<file path="config.mk">
export PLATFORM = sky130hd
export DESIGN_NAME = ikt_key_check
export DESIGN_NICKNAME = d
export VERILOG_FILES = /design/src/ikt_pkg.sv /design/src/ikt_key_check.sv
export SDC_FILE = /design/constraint.sdc
export NUM_CORES = 1
export LEC_CHECK = 0
export BUFFER_PORTS_ARGS = -buffer_cell sky130_fd_sc_hd__buf_2
export CAP_MARGIN = 20
export CORE_AREA = 5 5 196 198
export DETAILED_ROUTE_END_ITERATION = 10
export DIE_AREA = 0 0 201 203
export PLACE_DENSITY = 0.45
export SLEW_MARGIN = 20
export SYNTH_ARGS = -nofsm -noshare
export SYNTH_HDL_FRONTEND = slang
export SYNTH_SLANG_ARGS = --single-unit
</file>
<file path="constraint.sdc">
create_clock -name vclk -period 3.9
set_input_delay 0.585 -clock vclk [all_inputs]
set_output_delay 0.585 -clock vclk [all_outputs]
set_load 0.02 [all_outputs]
</file>
<file path="src/ikt_pkg.sv">
// Types and constants of the idempotency key table.
`default_nettype none
package ikt_pkg;
    localparam int KEY_WORDS   = 4;
    localparam int KEY_BYTES   = 32;
    localparam int KEY_BITS    = 256;
    localparam int MIN_KEY_LEN = 8;
    localparam int PADDR_W     = 3;
    localparam logic [31:0] RETENTION_RESET = 32'd600000;

    localparam logic [1:0] MODE_LOOKUP   = 2'd0;
    localparam logic [1:0] MODE_REMEMBER = 2'd1;
    localparam logic [1:0] MODE_CLEAR    = 2'd2;

    localparam logic [2:0] STATUS_INVALID   = 3'd0;
    localparam logic [2:0] STATUS_NEW       = 3'd1;
    localparam logic [2:0] STATUS_DUPLICATE = 3'd2;
    localparam logic [2:0] STATUS_CONFLICT  = 3'd3;
    localparam logic [2:0] STATUS_STORED    = 3'd4;
    localparam logic [2:0] STATUS_CLEARED   = 3'd5;

    typedef struct packed {
        logic [1:0]  mode;
        logic [63:0] key_word0;
        logic [63:0] key_word1;
        logic [63:0] key_word2;
        logic [63:0] key_word3;
        logic [5:0]  key_length;
        logic [31:0] request_fingerprint;
        logic [31:0] now_ms;
        logic [63:0] payload_in;
    } ikt_in_t;

    typedef struct packed {
        logic [2:0]  status;
        logic [63:0] payload_out;
    } ikt_out_t;

    typedef enum logic [2:0] {
        ST_IDLE,
        ST_CHECK,
        ST_SCAN,
        ST_WRITE,
        ST_DONE
    } ikt_state_t;
endpackage
`default_nettype wire

</file>
<file path="src/ikt_key_check.sv">
// Key masking to its length and character validation.
`default_nettype none
module ikt_key_check
    import ikt_pkg::*;
#(
    parameter int ID_BYTES = 32
) (
    input  wire logic [KEY_BITS-1:0] key_raw,
    input  wire logic [5:0]          key_length,
    output logic      [KEY_BITS-1:0] key_masked,
    output logic                     key_valid
);
    logic [KEY_BYTES-1:0] byte_ok;

    always_comb begin
        logic [7:0] c;
        logic       keep;
        for (int i = 0; i < KEY_BYTES; i++) begin
            keep = 6'(i) < key_length;
            c = key_raw[8*i +: 8];
            key_masked[8*i +: 8] = keep ? c : 8'd0;
            byte_ok[i] = !keep ||
                (c >= "0" && c <= "9") || (c >= "A" && c <= "Z") ||
                (c >= "a" && c <= "z") || c == "-" || c == "_" || c == ".";
        end
        key_valid = (key_length >= 6'(MIN_KEY_LEN)) && (key_length < 6'(ID_BYTES))
                    && (&byte_ok);
    end
endmodule
`default_nettype wire

</file>
# After elaboration in Yosys (flattened, before gate mapping)
# Index checks and enable logic that the tools add are counted.
dict set report word_totals {
  output_inout_bits 257
  register_bits 0
  wordCells 677
}
dict set report classes {
  n_reduce_logical 323
  n_lt_le_gt_ge 226
  n_eq_ne 96
  n_mux 32
}
# cell count
set ops {}
lappend ops {{8-bit by 6-bit equality test with 1-bit output, second input constant} 64}
lappend ops {{8-bit by 7-bit >= comparator with 1-bit output, second input constant} 64}
lappend ops {{8-bit by 7-bit <= comparator with 1-bit output, second input constant} 64}
lappend ops {{8-bit by 7-bit equality test with 1-bit output, second input constant} 32}
lappend ops {{8-bit by 6-bit >= comparator with 1-bit output, second input constant} 32}
lappend ops {{8-bit by 6-bit <= comparator with 1-bit output, second input constant} 32}
lappend ops {{8-bit 2-to-1 mux} 32}
lappend ops {{1-bit logical OR} 192}
lappend ops {{1-bit logical AND} 98}
lappend ops {{5-bit by 6-bit < comparator with 1-bit output, first input constant} 16}
lappend ops {{4-bit by 6-bit < comparator with 1-bit output, first input constant} 8}
lappend ops {{1-bit zero test} 32}
lappend ops {{32-bit AND reduction} 1}
lappend ops {{3-bit by 6-bit < comparator with 1-bit output, first input constant} 4}
lappend ops {{1-bit by 6-bit < comparator with 1-bit output, first input constant} 2}
lappend ops {{2-bit by 6-bit < comparator with 1-bit output, first input constant} 2}
lappend ops {{6-bit by 4-bit >= comparator with 1-bit output, second input constant} 1}
lappend ops {{6-bit < comparator, second input constant} 1}

# Longest topological paths before layout
dict set report logic_depth {
  word_depth 10
  mapped_depth 8
  mapped_depth_nobuf 7
}

# Worst setup path after synthesis
# No wires, ideal clock.
dict set report synth_path {
  kind {input-to-output}
  startpoint {input port key_length[3]}
  endpoint {output port key_valid}
  arrival_ps 2401
  setup_slack_ps 914
  required_time_ps 3315
  stages 8
  path_cell_list {buf_6 -> a31o_2 -> a21oi_4 -> nor2b_1 -> a31o_2 -> nor4_2 -> nand4_1 -> nor4_2}
}
dict set report synth_via {
  elab_chain_cells 10
  word_cells_on_any_way 261
  cone_classes {order compare: 34; reduce/logical: 227}
}
# item line_no
set synth_rtl {}
lappend synth_rtl {{start, declared} ikt_key_check.sv:9} ;# input wire logic [5:0] key_length,
lappend synth_rtl {{1-bit by 6-bit < comparator with 1-bit output, or another cell as far along} ikt_key_check.sv:19} ;# keep = 6'(i) < key_length;
lappend synth_rtl {{1-bit zero test} ikt_key_check.sv:22} ;# byte_ok[i] = !keep ||
lappend synth_rtl {{1-bit logical OR} ikt_key_check.sv:22}
lappend synth_rtl {{1-bit logical OR (2 in series)} ikt_key_check.sv:23} ;# (c >= "0" && c <= "9") || (c >= "A" && c <= "Z") ||
lappend synth_rtl {{1-bit logical OR (3 in series)} ikt_key_check.sv:24} ;# (c >= "a" && c <= "z") || c == "-" || c == "_" || c == ".";
lappend synth_rtl {{32-bit AND reduction} ikt_key_check.sv:27} ;# && (&byte_ok);
lappend synth_rtl {{1-bit logical AND (*)} ikt_key_check.sv:27}
lappend synth_rtl {{end, declared} ikt_key_check.sv:11} ;# output logic key_valid
# Every way passes the cells marked *; elsewhere a longest branch is shown, timed or not.

# Worst setup path in the final report
dict set report layout_path {
  startpoint {input port key_length[1]}
  endpoint {output port key_valid}
}
# Same word-level chain as after synthesis.

==> results.txt <==
1st-pass router iterations: 4
# fillers: 4210
Post-CTS Setup Inserts: 0
Area Growth Syn to Fin: 71.20%
pin count of the biggest net entering global routing: 19
Final Setup Violations: 0
Ys Warns: 0
die width: 201 um
Vias: 7747
register area: 0 um2
Non-Filler Instances: 1748
I/O pins: 519
simple-gate portion of the synthesized area: 61.19%
Crit path required time: 3.31 ns
Final Power: 0.001085 W
Max Slew Vio Count: 0
Slew @ Worst Pin: 0.9325 ns
chip height: 203 um
total track usage: 14.27%
final setup margin: 0.3544 ns
DRC Markers: 0
pwr dens: 138.5 nW/um2
Worst Setup Start Kind: primary input
num rows: 70
run status: finished, final reports clean
initial DRC count: 291
Worst Min Path Start: key_raw[255]
Initial Util: 12.59%
Fin. Hold Viols: 0
Post-Synth XOR/XNOR Area: 2.298%
dpl hpwl: 28.95 mm
Placer Congestion: 0.8833
DIE AREA: 40800 um2
first-pass GRT wire length: 46.69 mm
Mapped Nets: 1012
Crit Path Category: primary input to output pin
Sum Neg Setup Slack: 0 ns
post-synthesis mux area share: 0.5470%
Synth Cell Area: 4574 um2
post-CTS sizing: 0
Port Buffer Count: 519
post-synthesis sequential area ratio: 0%
hold-fix buffers at CTS: 0
post-synthesis compound-gate area fraction: 33.21%
most frequent cells in the layout: buf_2, and2_1, nor2b_1, nand2_1, nor2_1
clkbuf count: 0
fmax: 282.0 MHz
routed wire length: 32.20 mm
Min-Delay Path Class: primary input to output pin
routed length per placed instance: 18.42 um
synth unique cells: 74
leak pwr: 3.797 nW
DR vias/cell: 4.432
crit end category: output pin
vias in the first global route: 7587
Synth Area in Adders: 0%
post-route ant nets: 0
Post-Place Worst Slack: 0.2795 ns
Core Region: 36350 um2
share of layout cells above drive strength 1: 44.16%
Synth Area per Inst: 6.099 um2
VDD IR max: 0.00005533 V
Critical Path Start: key_length[1]
initial antenna violation count: 9
crit path max fanout: 15
GRT overflow: 0
# nets final: 1539
RSZ-0062 raised after global routing: no
largest family of logic cells by synthesized area: simple AND/OR/NAND/NOR gates
most common cell after layout, fill and taps aside: buf_2
fin crit period: 3.546 ns
fin crit share: 90.91%
Rel. slew slack: 37.18%
Max Cap Viol: 0
FF+latch count: 0
Syn Inst Count: 750
DP Cell Count: 1743
Critical Path AT: 2.96 ns
==> area by class of cell <==
cell class | count | area [um2] | area share (%)
timing repair buffer | 538 | 2740 | 34.99
tap | 468 | 585.6 | 7.477
inverter | 12 | 45.04 | 0.5752
multi-input combinational | 725 | 4448 | 56.80
antenna | 5 | 12.51 | 0.1598
==> per-stage QoR <==
stage                     hold WS [ns]  cell area (um2)  utilization, %
after global placement           1.495             7819           21.51
after CTS                        1.499             7819           21.51
after detailed placement         1.499             7819           21.51
after global routing             1.515             7829           21.54
after floorplan                  1.306             4574               -
final                            1.496             7831           21.55
==> worst paths after layout <==
check | cells after the start | endpoint
worst max-delay path | 8 | key_valid
worst min-delay path | 3 | key_masked[255]
==> cells in the mapped netlist (3+ instances only) <==
library cell    n  area [um2]
nand2_1        64       240.2
nor4b_1         6       52.55
o22ai_1        17       106.4
and4b_1         3       30.03
o221ai_1        4       35.03
a21o_1          4       30.03
o21ai_0        41       205.2
nor3_1         12       60.06
o21ai_1         5       25.02
xor2_1          7       61.31
o211ai_1        7       52.55
a31oi_1        21       131.4
a22o_1          3       26.28
o41a_1          5       56.30
a21oi_1        56       280.3
nor2_1         59       221.5
nor2b_1       115       719.4
xnor2_1         5       43.79
buf_6           3       33.78
nand4_1         8       50.05
nand3_1        13       65.06
inv_1          12       45.04
nor4_1          4       25.02
o31ai_1         7       52.55
a31o_2          8       70.07
or4_1          10       75.07
a311oi_1        7       61.31
nor3b_1         3       22.52
o31a_1          4       35.03
nand2b_1       15       93.84
and2_1        134       838.3
buf_2           7       35.03
o2111ai_1       5       43.79
nand4b_1        5       43.79
or3_1           8       50.05
and2b_1         7       52.55
a211oi_1        4       30.03
==> cells by family (layout without fill, tap and decap cells) <==
kind of cell,Yosys count,in the layout
AO/OA/AOI/OAI,227,227
AND/OR/NAND/NOR,484,484
multiplexers,2,2
buffers and inverters,25,550
other,0,5
XOR/XNOR,12,12
==> report_power, final <==
group,switching [W],internal (W),total (W)
Combinational,0.000674,0.000411,0.00108
Sequential,0,0,0
Clock,0,0.000000000172,0.000000000172
==> critical path: stages <==
cell	delay [ns]
buf_2	0.22
or3_1	0.45
or3_1	0.50
o31ai_1	0.13
o22a_1	0.26
nand4_1	0.25
nor4_2	0.31
buf_2	0.22
==> metal layers <==
metal  vias up  track usage (%)  share of wire, %
met3        32            2.667               6.4
met5         -                0              0.11
met1      3577            16.69                40
met4         6            2.360               1.3
li1       3802                -                 -
met2       330            27.34                52
Power figures use the tool's default switching activity.
