### src/ikt_ram.sv
// Generic single-write, single-read RAM with registered read data.
`default_nettype none
module ikt_ram #(
    parameter int WIDTH = 8,
    parameter int DEPTH = 16
) (
    input  wire logic                                  aclk,
    input  wire logic                                  wr_en,
    input  wire logic [(DEPTH > 1 ? $clog2(DEPTH) : 1)-1:0] wr_addr,
    input  wire logic [WIDTH-1:0]                      wr_data,
    input  wire logic                                  rd_en,
    input  wire logic [(DEPTH > 1 ? $clog2(DEPTH) : 1)-1:0] rd_addr,
    output logic      [WIDTH-1:0]                      rd_data
);
    logic [WIDTH-1:0] mem_reg [DEPTH];

    always_ff @(posedge aclk) begin
        if (wr_en) begin
            mem_reg[wr_addr] <= wr_data;
        end
        if (rd_en) begin
            rd_data <= mem_reg[rd_addr];
        end
    end
endmodule
`default_nettype wire

### config.mk
export PLATFORM = sky130hd
export DESIGN_NAME = ikt_ram
export DESIGN_NICKNAME = d
export VERILOG_FILES = /design/src/ikt_ram.sv
export SDC_FILE = /design/constraint.sdc
export NUM_CORES = 1
export LEC_CHECK = 0
export BUFFER_PORTS_ARGS = -buffer_cell sky130_fd_sc_hd__buf_2
export CAP_MARGIN = 20
export CELL_PAD_IN_SITES_DETAIL_PLACEMENT = 1
export CELL_PAD_IN_SITES_GLOBAL_PLACEMENT = 2
export CORE_MARGIN = 10
export CORE_UTILIZATION = 48
export DETAILED_ROUTE_END_ITERATION = 6
export GPL_ROUTABILITY_DRIVEN = 0
export PLACE_DENSITY = 0.86
export SLEW_MARGIN = 20
export SYNTH_ARGS = -nofsm -noshare
export SYNTH_HDL_FRONTEND = slang
export SYNTH_SLANG_ARGS = --single-unit
### constraint.sdc
create_clock -name aclk -period 2.1 [get_ports aclk]
set_clock_uncertainty 0.2 [all_clocks]
set_input_delay 0.105 -clock aclk [delete_from_list [all_inputs] [get_ports aclk]]
set_output_delay 0.105 -clock aclk [all_outputs]
set_load 0.005 [all_outputs]
# Word-level counts from Yosys, hierarchy flattened
# Memory sizes are Yosys's and may differ from the RTL's. A register that Yosys moved wholly into a read port is not among the register bits.
# Cells that the tools add are included.
# word_totals
elab_cells	3
latch_bits	0
in_bits	19
out_inout_bits	8
mem_bits_rw	128
romBits	0
register_bits	0
mem_count	1
# mem_list
name	words	word_bits	rd	rd_ports_with_merged_regs	write_ports	line_no	source
mem_reg	16	8	1	1	1	15	logic [WIDTH-1:0] mem_reg [DEPTH];
# op_classes
addsub	0
n_eq_ne	0
n_mux	2
div_mod_pow	0
n_reduce_logical	0
shifts	0
bitwise	0
magnitude_cmp	0
mul	0
# op_table
operator	count
1-bit two-way mux	2

# Depth between registers and ports, before layout
# Gate-level depths: netlist of the first run.
# depth
depth_word	2
depth_mapped	5
depth_no_buf	3

# Worst setup path after synthesis of the first run
# Ideal clock, no wire load.
# synth_timing
path_type	in2reg
from	input port wr_addr[2] (netlist name)
to	memory mem_reg[0][0], enable pin
arrival_ns	1.215
setup_slack_ns	0.302
required_ns	1.517
setup_ns	0.383
path_buffers	0
cell_stages	2
cell_sequence	or3b_2 nor3_1
# synth_rtl
item	line_no	source
from (decl)	9	input wire logic [(DEPTH > 1 ? $clog2(DEPTH) : 1)-1:0] wr_addr,
to (decl)	15	
# Straight into the memory's write port.

==> flow_summary.yaml, run 1 <==
critical_path:
  timing_worst_setup_path_type: "flip-flop to flip-flop"
  critical_path.endpoint_type: "flip-flop"
  cp.buffers_inverters: 0
  critical_path_cell_count: 3
  largest_incremental_delay_on_the_critical_path_ps: 480
  worstReg2RegStart: "mem_reg[0][4]"
  critical_path.top_delay_family: "multiplexers"
  timing.reg2reg.worst_path_depth: 3
  timing.critical_path.from_type: "flip-flop"
  launch_point_of_the_critical_path: "mem_reg[0][4]"
  path_cells: "mux4_2 -> a22oi_1 -> nand2_1"
  critPathMaxFanout: 1
  cp_data_arrival_time_ps: 1820
  crit_required_ps: 2160
  crit_path_top_delay_cell: "mux4_2"
sta:
  layout_worst_path_cycle_share_pct: 83.74
  slew_headroom_pct: 75.10
  setup_viol: 0
  number_of_max_slew_violations_in_the_final_report: 0
  setup_ws_ps: 341.4
  fin_setup_tns_ps: 0
  rsz0062_at_grt: "false"
  fin_worst_hold_slack_ps: 44.87
  final_critical_path_time_including_i_o_delays_and_setup_ps: 1759
  final_hold_viols: 0
  fmax_mhz: 568.6
  worstMarginPinSlew_ps: 373.5
power:
  share_comb_of_total_power_pct: 5.4
  switchingPower_uw: 1151
  power_density_nw_per_um2: 921.1
  clockPowerShare_pct: 41.0
  power_leakage_uw: 0.002122
  worst_ir_drop_vdd_uv: 488.3
  seq_power_share_pct: 53.7
  design_power_total_uw: 5738
  cell_internal_pwr_uw: 4587
  swShare_pct: 20.06
synth:
  synth.area.top_cells: "edfxtp_1 78%, mux4_2 7.8%, mux4_1 7.0%, a22oi_1 2.3%, nor2_1 0.93%"
  synth_area_um2: 5228
  most_common_cell_in_the_netlist: "edfxtp_1"
  post_synth_top_area_share_pct: 78.12
  synth_edf_count: 136
  synth.ff_latch_count: 136
  postSynth.asyncResetShare_pct: 0
  synth_ff_type: "edfxtp_1"
  yosys_warnings: 0
  synth_area_per_cell_um2: 22.83
  synthDominantAreaCellType: "edfxtp_1"
  synth-seq-area-share_pct: 78.12
  synth_fp_nets: 248
  synth_common_cells: "136 x edfxtp_1, 18 x mux4_2, 16 x a22oi_1, 14 x mux4_1, 13 x nor2_1"
  post_synth_num_cell_types: 18
  synthCells: 229
clocking:
  ctsResizeCount: 0
  postCtsHoldBufs: 12
  tritoncts.num_buffers: 17
  setup_repair_bufs_after_cts: 0
  clock_path_buffers: 2
  tritoncts: "yes"
  cts_root_buffer: "clkbuf_8"
  clock_sink_count: 136
  cts.reportedPaths.clkPinSlew_ps: 60
  h-tree-depth: 4
  clock_latency_ps: 520
route:
  finalWirelength_um: 11140
  routed_wire_length_per_instance_um: 24.91
  drt-pass1-iter-count: 4
  detailedRoute.firstIterationViolations: 168
  vias: 2547
  viasPerCell: 5.698
  drt_drc: 0
  antenna_violating_nets_post_route: 0
worst_hold_path:
  hold_path_startpoint: "rd_addr[3]"
  worstHoldPathType: "input pin to flip-flop"
  min_delay_path_depth: 5
global_route:
  grt_start_max_net_pins: 33
  grt_antenna_before_repair: 0
  grt-ovfl-total: 0
  grt_first_pass_wirelength_um: 17410
  grt_util_all_layers_pct: 14.92
  grt_pass1_vias: 2858
place:
  post-place-ws_ps: 128.3
  portBuffers: 26
  hpwl_um: 7135
floorplan:
  placeableCoreArea_um2: 10750
  floorplan.initialDensity_pct: 48.65
  floorplan.die.height_um: 124.4
  die_width_um: 124.4
  floorplan.io_pins: 27
  placementRows: 38
  floorplan.die_area_um2: 15470
final_layout:
  share_of_layout_cells_above_drive_strength_1_pct: 28.66
  largest_register_ffs: 128
  finalNetCount: 317
  fin_util_pct: 57.98
  diodes: 0
  area_delta_synth_final_pct: 19.17
job:
  maxCapViolCount: 0
status:
  outcome: "finished, final reports clean"
-- per-stage QoR --
| stage | cells | instance area, um2 |
|---|---|---|
| after floorplan | 229 | 5228 |
| after global placement | 407 | 5649 |
| after detailed placement | 407 | 5649 |
| after CTS | 447 | 6230 |
| after global routing | 447 | 6230 |
| final | 447 | 6230 |
-- worst min-delay path: cells and delay by family --
kind | cells | cell delay [ps]
buffers and inverters | 2 | 300
AND/OR/NAND/NOR | 2 | 140
AO/OA/AOI/OAI | 1 | 100
-- routing by layer --
metal  vias to the layer above  wire length [um]  track usage (%)
li1                       1114                 -                -
met1                      1334              4669            18.91
met2                        86              5713            23.82
met3                        13               598            3.915
met4                         0               155            6.169
met5                         -                 0                0
-- final timing paths --
check,endpoint,slack [ps]
max,rd_data[4],340
min,rd_data[1],40
min reg2reg,rd_data[1],550
max reg2reg,rd_data[4],340
-- power by group through the flow --
stage / combinational (uW) / clock (uW) / sequential (uW)
CTS: 313 / 2410 / 3080
detailed placement: 293 / 0 / 3130
floorplan: 154 / 0 / 3130
finish: 307 / 2350 / 3080
global placement: 281 / 0 / 3130
global route: 337 / 2520 / 3080
-- cells in the final DEF (no fill, tap or decap) --
cell / n
buf_2: 26
clkbuf_16: 16
a22oi_1: 16
and2_1: 1
mux4_2: 18
and2b_1: 1
nor2b_1: 1
dlygate4sd3_1: 12
nand2_1: 9
nor2_1: 13
clkbuf_8: 1
clkbuf_1: 2
nand3_1: 1
buf_4: 19
nand3b_1: 2
nand2b_1: 2
buf_12: 3
clkinv_1: 5
or3b_2: 1
clkinv_2: 4
edfxtp_1: 136
mux4_1: 14
nor3_1: 4
-- area by class of cell --
| cell class | count | area [um2] |
|---|---|---|
| Clock buffer | 19 | 421.7 |
| Clock inverter | 9 | 38.79 |
| Fill cell | 967 | 4516 |
| Multi-Input combinational cell | 83 | 1057 |
| Sequential cell | 136 | 4084 |
| Tap cell | 140 | 175.2 |
| Timing Repair Buffer | 60 | 452.9 |
-- kinds of logic after synthesis --
logic type | count (synthesis) | synth area share [%]
AOI/OAI and AO/OA | 16 | 2.298
buffers and inverters | 10 | 1.651
DFF | 136 | 78.12
muxes | 32 | 14.79
and+or+nand+nor | 35 | 3.136
(Power assumes the default switching activity.)
==> run 2: changes to the inputs <==
--- a/config.mk
+++ b/config.mk
@@ -5,15 +5,16 @@
 export SDC_FILE = /design/constraint.sdc
 export NUM_CORES = 1
 export LEC_CHECK = 0
+export ABC_AREA = 1
 export BUFFER_PORTS_ARGS = -buffer_cell sky130_fd_sc_hd__buf_2
 export CAP_MARGIN = 20
 export CELL_PAD_IN_SITES_DETAIL_PLACEMENT = 1
 export CELL_PAD_IN_SITES_GLOBAL_PLACEMENT = 2
 export CORE_MARGIN = 10
-export CORE_UTILIZATION = 48
+export CORE_UTILIZATION = 41
 export DETAILED_ROUTE_END_ITERATION = 6
 export GPL_ROUTABILITY_DRIVEN = 0
-export PLACE_DENSITY = 0.86
+export PLACE_DENSITY = 0.87
 export SLEW_MARGIN = 20
 export SYNTH_ARGS = -nofsm -noshare
 export SYNTH_HDL_FRONTEND = slang
==> constraint.sdc (replaced) <==
create_clock -name aclk -period 1.7 [get_ports aclk]
set_clock_uncertainty 0.2 [all_clocks]
set_input_delay 0.085 -clock aclk [delete_from_list [all_inputs] [get_ports aclk]]
set_output_delay 0.085 -clock aclk [all_outputs]
set_load 0.005 [all_outputs]
==> flow_summary.yaml, run 2 <==
synth:
  postSynth.asyncResetShare_pct: 0
  synth_fp_nets: 570
  yosys_warnings: 0
  synth.area.top_cells: "edfxtp_1 70%, nand2_1 11%, nand3_1 8.3%, inv_1 6.4%, buf_6 1.2%"
  post_synth_num_cell_types: 11
  synthDominantAreaCellType: "edfxtp_1"
  post_synth_top_area_share_pct: 69.85
  synth_common_cells: "173 x nand2_1, 136 x edfxtp_1, 100 x inv_1, 97 x nand3_1, 17 x nor2_1"
  synth_area_um2: 5847
  synth-seq-area-share_pct: 69.85
  synth_area_per_cell_um2: 10.61
  most_common_cell_in_the_netlist: "nand2_1"
  synth_ff_type: "edfxtp_1"
  synth.ff_latch_count: 136
  synth_edf_count: 136
  synthCells: 551
floorplan:
  placementRows: 43
  floorplan.initialDensity_pct: 41.96
  floorplan.die_area_um2: 19440
  floorplan.io_pins: 27
  placeableCoreArea_um2: 13930
  die_width_um: 139.4
  floorplan.die.height_um: 139.4
route:
  antenna_violating_nets_post_route: 0
  drt-pass1-iter-count: 4
  detailedRoute.firstIterationViolations: 238
  routed_wire_length_per_instance_um: 18.84
  finalWirelength_um: 15070
  vias: 3987
  viasPerCell: 4.984
  drt_drc: 0
clocking:
  tritoncts.num_buffers: 17
  clock_sink_count: 136
  ctsResizeCount: 0
  cts.reportedPaths.clkPinSlew_ps: 60
  clock_path_buffers: 2
  postCtsHoldBufs: 10
  h-tree-depth: 4
  cts_root_buffer: "clkbuf_16"
  tritoncts: "yes"
  setup_repair_bufs_after_cts: 0
  clock_latency_ps: 420
sta:
  layout_worst_path_cycle_share_pct: 78.35
  fmax_mhz: 750.8
  worstMarginPinSlew_ps: 645.6
  final_hold_viols: 0
  setup_viol: 0
  slew_headroom_pct: 56.90
  final_critical_path_time_including_i_o_delays_and_setup_ps: 1332
  fin_setup_tns_ps: 0
  number_of_max_slew_violations_in_the_final_report: 0
  rsz0062_at_grt: "false"
final_layout:
  diodes: 0
  share_of_layout_cells_above_drive_strength_1_pct: 13.23
  area_delta_synth_final_pct: 19.22
  layout.cells.most_common: "nand2_1"
  finalNetCount: 626
  fin_util_pct: 50.02
  fillers: 1521
  commonest_non_fill_non_tap_cells_in_the_layout: "173 x nand2_1, 136 x edfxtp_1, 100 x inv_1"
  multiInputGateArea_um2: 1214
  largest_register_ffs: 128
  seq_area_um2: 4084
critical_path:
  cp_data_arrival_time_ps: 1300
  rrSetupSlack_ps: 370
  timing.reg2reg.worst_path_depth: 6
  largest_incremental_delay_on_the_critical_path_ps: 350
  timing_worst_setup_path_type: "flip-flop to flip-flop"
  critical_path.endpoint_type: "flip-flop"
  path_cells: "inv_1 -> nand2_1 -> nand3_1 -> nand3_1 -> nand3_1 -> nand2_1"
  cp.buffers_inverters: 1
  timing.critical_path.from_type: "flip-flop"
  crit_required_ps: 1660
  critPathMaxFanout: 1
  critical_path.reg2reg.endpoint: "rd_data[2]"
  critical_path.top_delay_family: "simple AND/OR/NAND/NOR gates"
  path_common_cell: "nand3_1"
  worstReg2RegStart: "mem_reg[8][2]"
  crit_path_top_delay_cell: "edfxtp_1"
worst_hold_path:
  worstHoldPathType: "input pin to flip-flop"
  min_delay_worst_endpoint: "rd_data[7]"
  min_delay_path_depth: 4
  hold_path_startpoint: "rd_addr[2]"
global_route:
  grt_antenna_before_repair: 0
  grt_first_pass_wirelength_um: 23800
  grt_pass1_vias: 4259
  grt_start_max_net_pins: 34
  grt-ovfl-total: 0
  grt_util_all_layers_pct: 15.82
power:
  clockPowerShare_pct: 47.0
  cell_internal_pwr_uw: 6372
  power_leakage_uw: 0.003010
  worst_ir_drop_vdd_uv: 723.5
  swShare_pct: 21.23
  seq_power_share_pct: 47.0
  share_comb_of_total_power_pct: 6.0
  power_density_nw_per_um2: 1161
  switchingPower_uw: 1718
job:
  maxCapViolCount: 0
place:
  hpwl_um: 9654
  portBuffers: 26
status:
  outcome: "finished, final reports clean"
## run 2: cell type report
cell class	count	share of cell area, %
Sequential cell	136	58.59
Multi-Input combinational cell	289	17.41
Timing Repair Buffer	61	6.534
Clock buffer	18	6.157
Inverter	102	5.493
Tap cell	180	3.231
Clock inverter	14	2.585
## run 2: how the worst max path moves through the flow
stage	start	end	slack [ps]	cells after the start
floorplan	wr_addr[2]	mem_reg[10][0]	460	2
global placement	rd_addr[1]	rd_data[2]	190	6
detailed placement	rd_addr[1]	rd_data[2]	140	6
CTS	mem_reg[7][1]	rd_data[1]	350	6
global route	mem_reg[11][2]	rd_data[2]	270	6
finish	mem_reg[8][2]	rd_data[2]	370	6
## run 2: kinds of logic after synthesis
logic type    count (synthesis)  share of synthesized area, %
flops                       136                         69.85
simple gates                289                         20.76
buf+inv                     126                         9.394
## run 2: power groups by stage
| stage | Clock (uW) | Combinational (uW) | Sequential, uW |
|---|---|---|---|
| 2_1_floorplan | 0 | 265 | 3870 |
| 3_3_place_gp | 0 | 457 | 3870 |
| 3_5_place_dp | 0 | 474 | 3870 |
| 4_1_cts | 3860 | 497 | 3800 |
| 5_1_grt | 3990 | 548 | 3810 |
| 6_report | 3800 | 488 | 3800 |
## run 2: through the flow
stage	instances	total power, uW	cell area [um2]	worst slack, ps	hold WS (ps)
floorplan	551	4131	5847	464.2	-16.13
global placement	758	4325	6261	189.3	260.7
detailed placement	758	4347	6261	135.9	269.0
CTS	800	8162	6970	353.8	19.87
global route	800	8347	6970	265.5	72.73
finish	800	8090	6970	368.1	32.04
## run 2: routing by layer
layer	wire length [um]	GRT usage (%)	up-vias
li1	-	-	1889
met1	6610	19.63	1989
met2	7501	26.53	92
met3	687	3.062	17
met4	271	6.205	0
met5	0	0	-
## run 2: tightest hold or removal path, stage by stage
cell and delay, ps:
buf_2 210, nand3_1 120, nand3_1 60, nand2_1 60
==> run 3: changes to the inputs <==
--- a/config.mk
+++ b/config.mk
@@ -11,10 +11,10 @@
 export CELL_PAD_IN_SITES_DETAIL_PLACEMENT = 1
 export CELL_PAD_IN_SITES_GLOBAL_PLACEMENT = 2
 export CORE_MARGIN = 10
-export CORE_UTILIZATION = 41
+export CORE_UTILIZATION = 37
 export DETAILED_ROUTE_END_ITERATION = 6
 export GPL_ROUTABILITY_DRIVEN = 0
-export PLACE_DENSITY = 0.87
+export PLACE_DENSITY = 0.84
 export SLEW_MARGIN = 20
 export SYNTH_ARGS = -nofsm -noshare
 export SYNTH_HDL_FRONTEND = slang
==> constraint.sdc (replaced) <==
create_clock -name aclk -period 1.1 [get_ports aclk]
set_clock_uncertainty 0.2 [all_clocks]
set_input_delay 0.055 -clock aclk [delete_from_list [all_inputs] [get_ports aclk]]
set_output_delay 0.055 -clock aclk [all_outputs]
set_load 0.005 [all_outputs]
==> flow_summary.yaml, run 3 (same netlist as run 2, synthesis figures left out) <==
power:
  worst_ir_drop_vdd_uv: 1195
  power_leakage_uw: 0.003176
  power_density_nw_per_um2: 1656
  design_power_total_uw: 12340
clocking:
  cts.reportedPaths.clkPinSlew_ps: 50
  clock_path_buffers: 2
  clock_latency_ps: 420
  tritoncts.num_buffers: 17
  h-tree-depth: 4
  cts_root_buffer: "clkbuf_16"
  clock_sink_count: 136
  tritoncts: "yes"
floorplan:
  floorplan.die.height_um: 145.7
  floorplan.io_pins: 27
  floorplan.initialDensity_pct: 38.04
  placementRows: 45
  floorplan.die_area_um2: 21230
  die_width_um: 145.7
  placeableCoreArea_um2: 15370
route:
  routed_wire_length_per_instance_um: 19.13
  antenna_violating_nets_post_route: 0
  finalWirelength_um: 15990
  viasPerCell: 4.849
  vias: 4054
  drt_drc: 0
  detailedRoute.firstIterationViolations: 383
  drt-pass1-iter-count: 4
worst_hold_path:
  worstHoldPathType: "input pin to flip-flop"
  min_delay_worst_endpoint: "rd_data[7]"
  hold_path_startpoint: "rd_addr[2]"
  min_delay_path_depth: 6
sta:
  fin_setup_tns_ps: -2180
  final_critical_path_time_including_i_o_delays_and_setup_ps: 1310
  number_of_max_slew_violations_in_the_final_report: 0
  setup_viol: 16
  slew_headroom_pct: 71.43
  setup_ws_ps: -210.0
  final_hold_viols: 0
  worstMarginPinSlew_ps: 428.5
  rsz0062_at_grt: "true"
  layout_worst_path_cycle_share_pct: 119.1
  fmax_mhz: 763.4
critical_path:
  cp_data_arrival_time_ps: 1280
  worstReg2RegStart: "mem_reg[8][1]"
  timing.critical_path.from_type: "flip-flop"
  critical_path.reg2reg.endpoint: "rd_data[1]"
  crit_required_ps: 1070
  critPathMaxFanout: 1
  critical_path.endpoint_type: "flip-flop"
  rrSetupSlack_ps: -210
  timing_worst_setup_path_type: "flip-flop to flip-flop"
  timing.reg2reg.worst_path_depth: 6
place:
  hpwl_um: 10060
  dp_cells: 795
  portBuffers: 26
final_layout:
  fillers: 1623
  commonest_non_fill_non_tap_cells_in_the_layout: "166 x nand2_1, 136 x edfxtp_1, 97 x inv_1"
  layout.cells.most_common: "nand2_1"
  finalNetCount: 633
  largest_register_ffs: 128
  finish.cell_count_without_fillers: 836
  diodes: 0
  area_delta_synth_final_pct: 27.48
  share_of_layout_cells_above_drive_strength_1_pct: 24.48
global_route:
  grt-ovfl-total: 0
  grt_start_max_net_pins: 40
  grt_antenna_before_repair: 0
  grt_first_pass_wirelength_um: 24970
  grt_util_all_layers_pct: 15.38
  grt_pass1_vias: 4289
job:
  maxCapViolCount: 0
status:
  failed_checks: "negative setup slack"
  outcome: "finished, violations left"
==> run 3: cell types whose count changed in the layout (fill, tap and decap cells not counted), sizes merged <==
cell,change
buf,+6
clkinvlp,-2
bufinv,-1
clkbuf,+1
clkinv,+1
dlygate4sd3,+1
inv,-1
==> run 3: worst max-delay path by stage <==
stage / start / endpoint / slack [ps] / depth (start not counted)
after floorplan: wr_addr[2] / mem_reg[10][0] / -110 / 2
after global placement: rd_addr[0] / rd_data[5] / -400 / 7
after detailed placement: rd_addr[0] / rd_data[5] / -390 / 7
after CTS: rd_data[4] / rd_data[4] / -180 / 1
after global routing: mem_reg[15][1] / rd_data[1] / -260 / 6
final: mem_reg[8][1] / rd_data[1] / -210 / 6
==> run 3: stage by stage <==
step	setup slack (ps)	util (%)	area, um2	hold slack, ps
2_1_floorplan	-105.8	-	5862	-46.13
3_3_place_gp	-399.1	42.27	6497	232.1
3_5_place_dp	-393.0	42.27	6497	230.9
4_1_cts	-182.5	48.00	7378	58.10
5_1_grt	-259.5	48.49	7453	93.63
6_report	-210.0	48.49	7453	78.14
==> run 3: report_power, final <==
group          leakage, uW  internal (uW)  total, uW  switching, uW
registers          0.00124           5840       5880           34.9
clock network     0.000283           3500       5520           2020
logic              0.00166            328        940            612
total              0.00318           9670      12300           2670
==> run 3: final cells by class <==
type / instances / area, um2 / share of cell area (%)
well taps: 211 / 264.0 / 3.542
multi-input cells: 289 / 1509 / 20.25
flip-flops and latches: 136 / 4084 / 54.79
clock inverters: 11 / 132.6 / 1.779
clock buffers: 19 / 432.9 / 5.808
inverters: 102 / 382.9 / 5.137
repair buffers: 68 / 648.1 / 8.696
==> run 3: per-layer routing <==
metal  GRT usage [%]  part of all wire [%]  vias up
met5               0                     0        -
met1           19.62                    44     2038
met4           6.421                   2.4        0
met2           24.55                    49       87
li1                -                     -     1908
met3           3.570                   4.0       21
==> run 3: repair_timing <==
action	in CTS	in global routing
hold endpoints to repair	141	0
pin swaps	27	13
setup endpoints to repair	16	16
gates resized for setup	42	19
setup buffers	0	0
hold buffers	11	0
==> run 3: worst max-delay path, cell delays in order, from the launching register on <==
cell,delay (ps)
edfxtp_1,380
inv_1,80
nand2_2,60
nand3_2,70
nand3_2,110
nand3_2,120
nand2_1,50
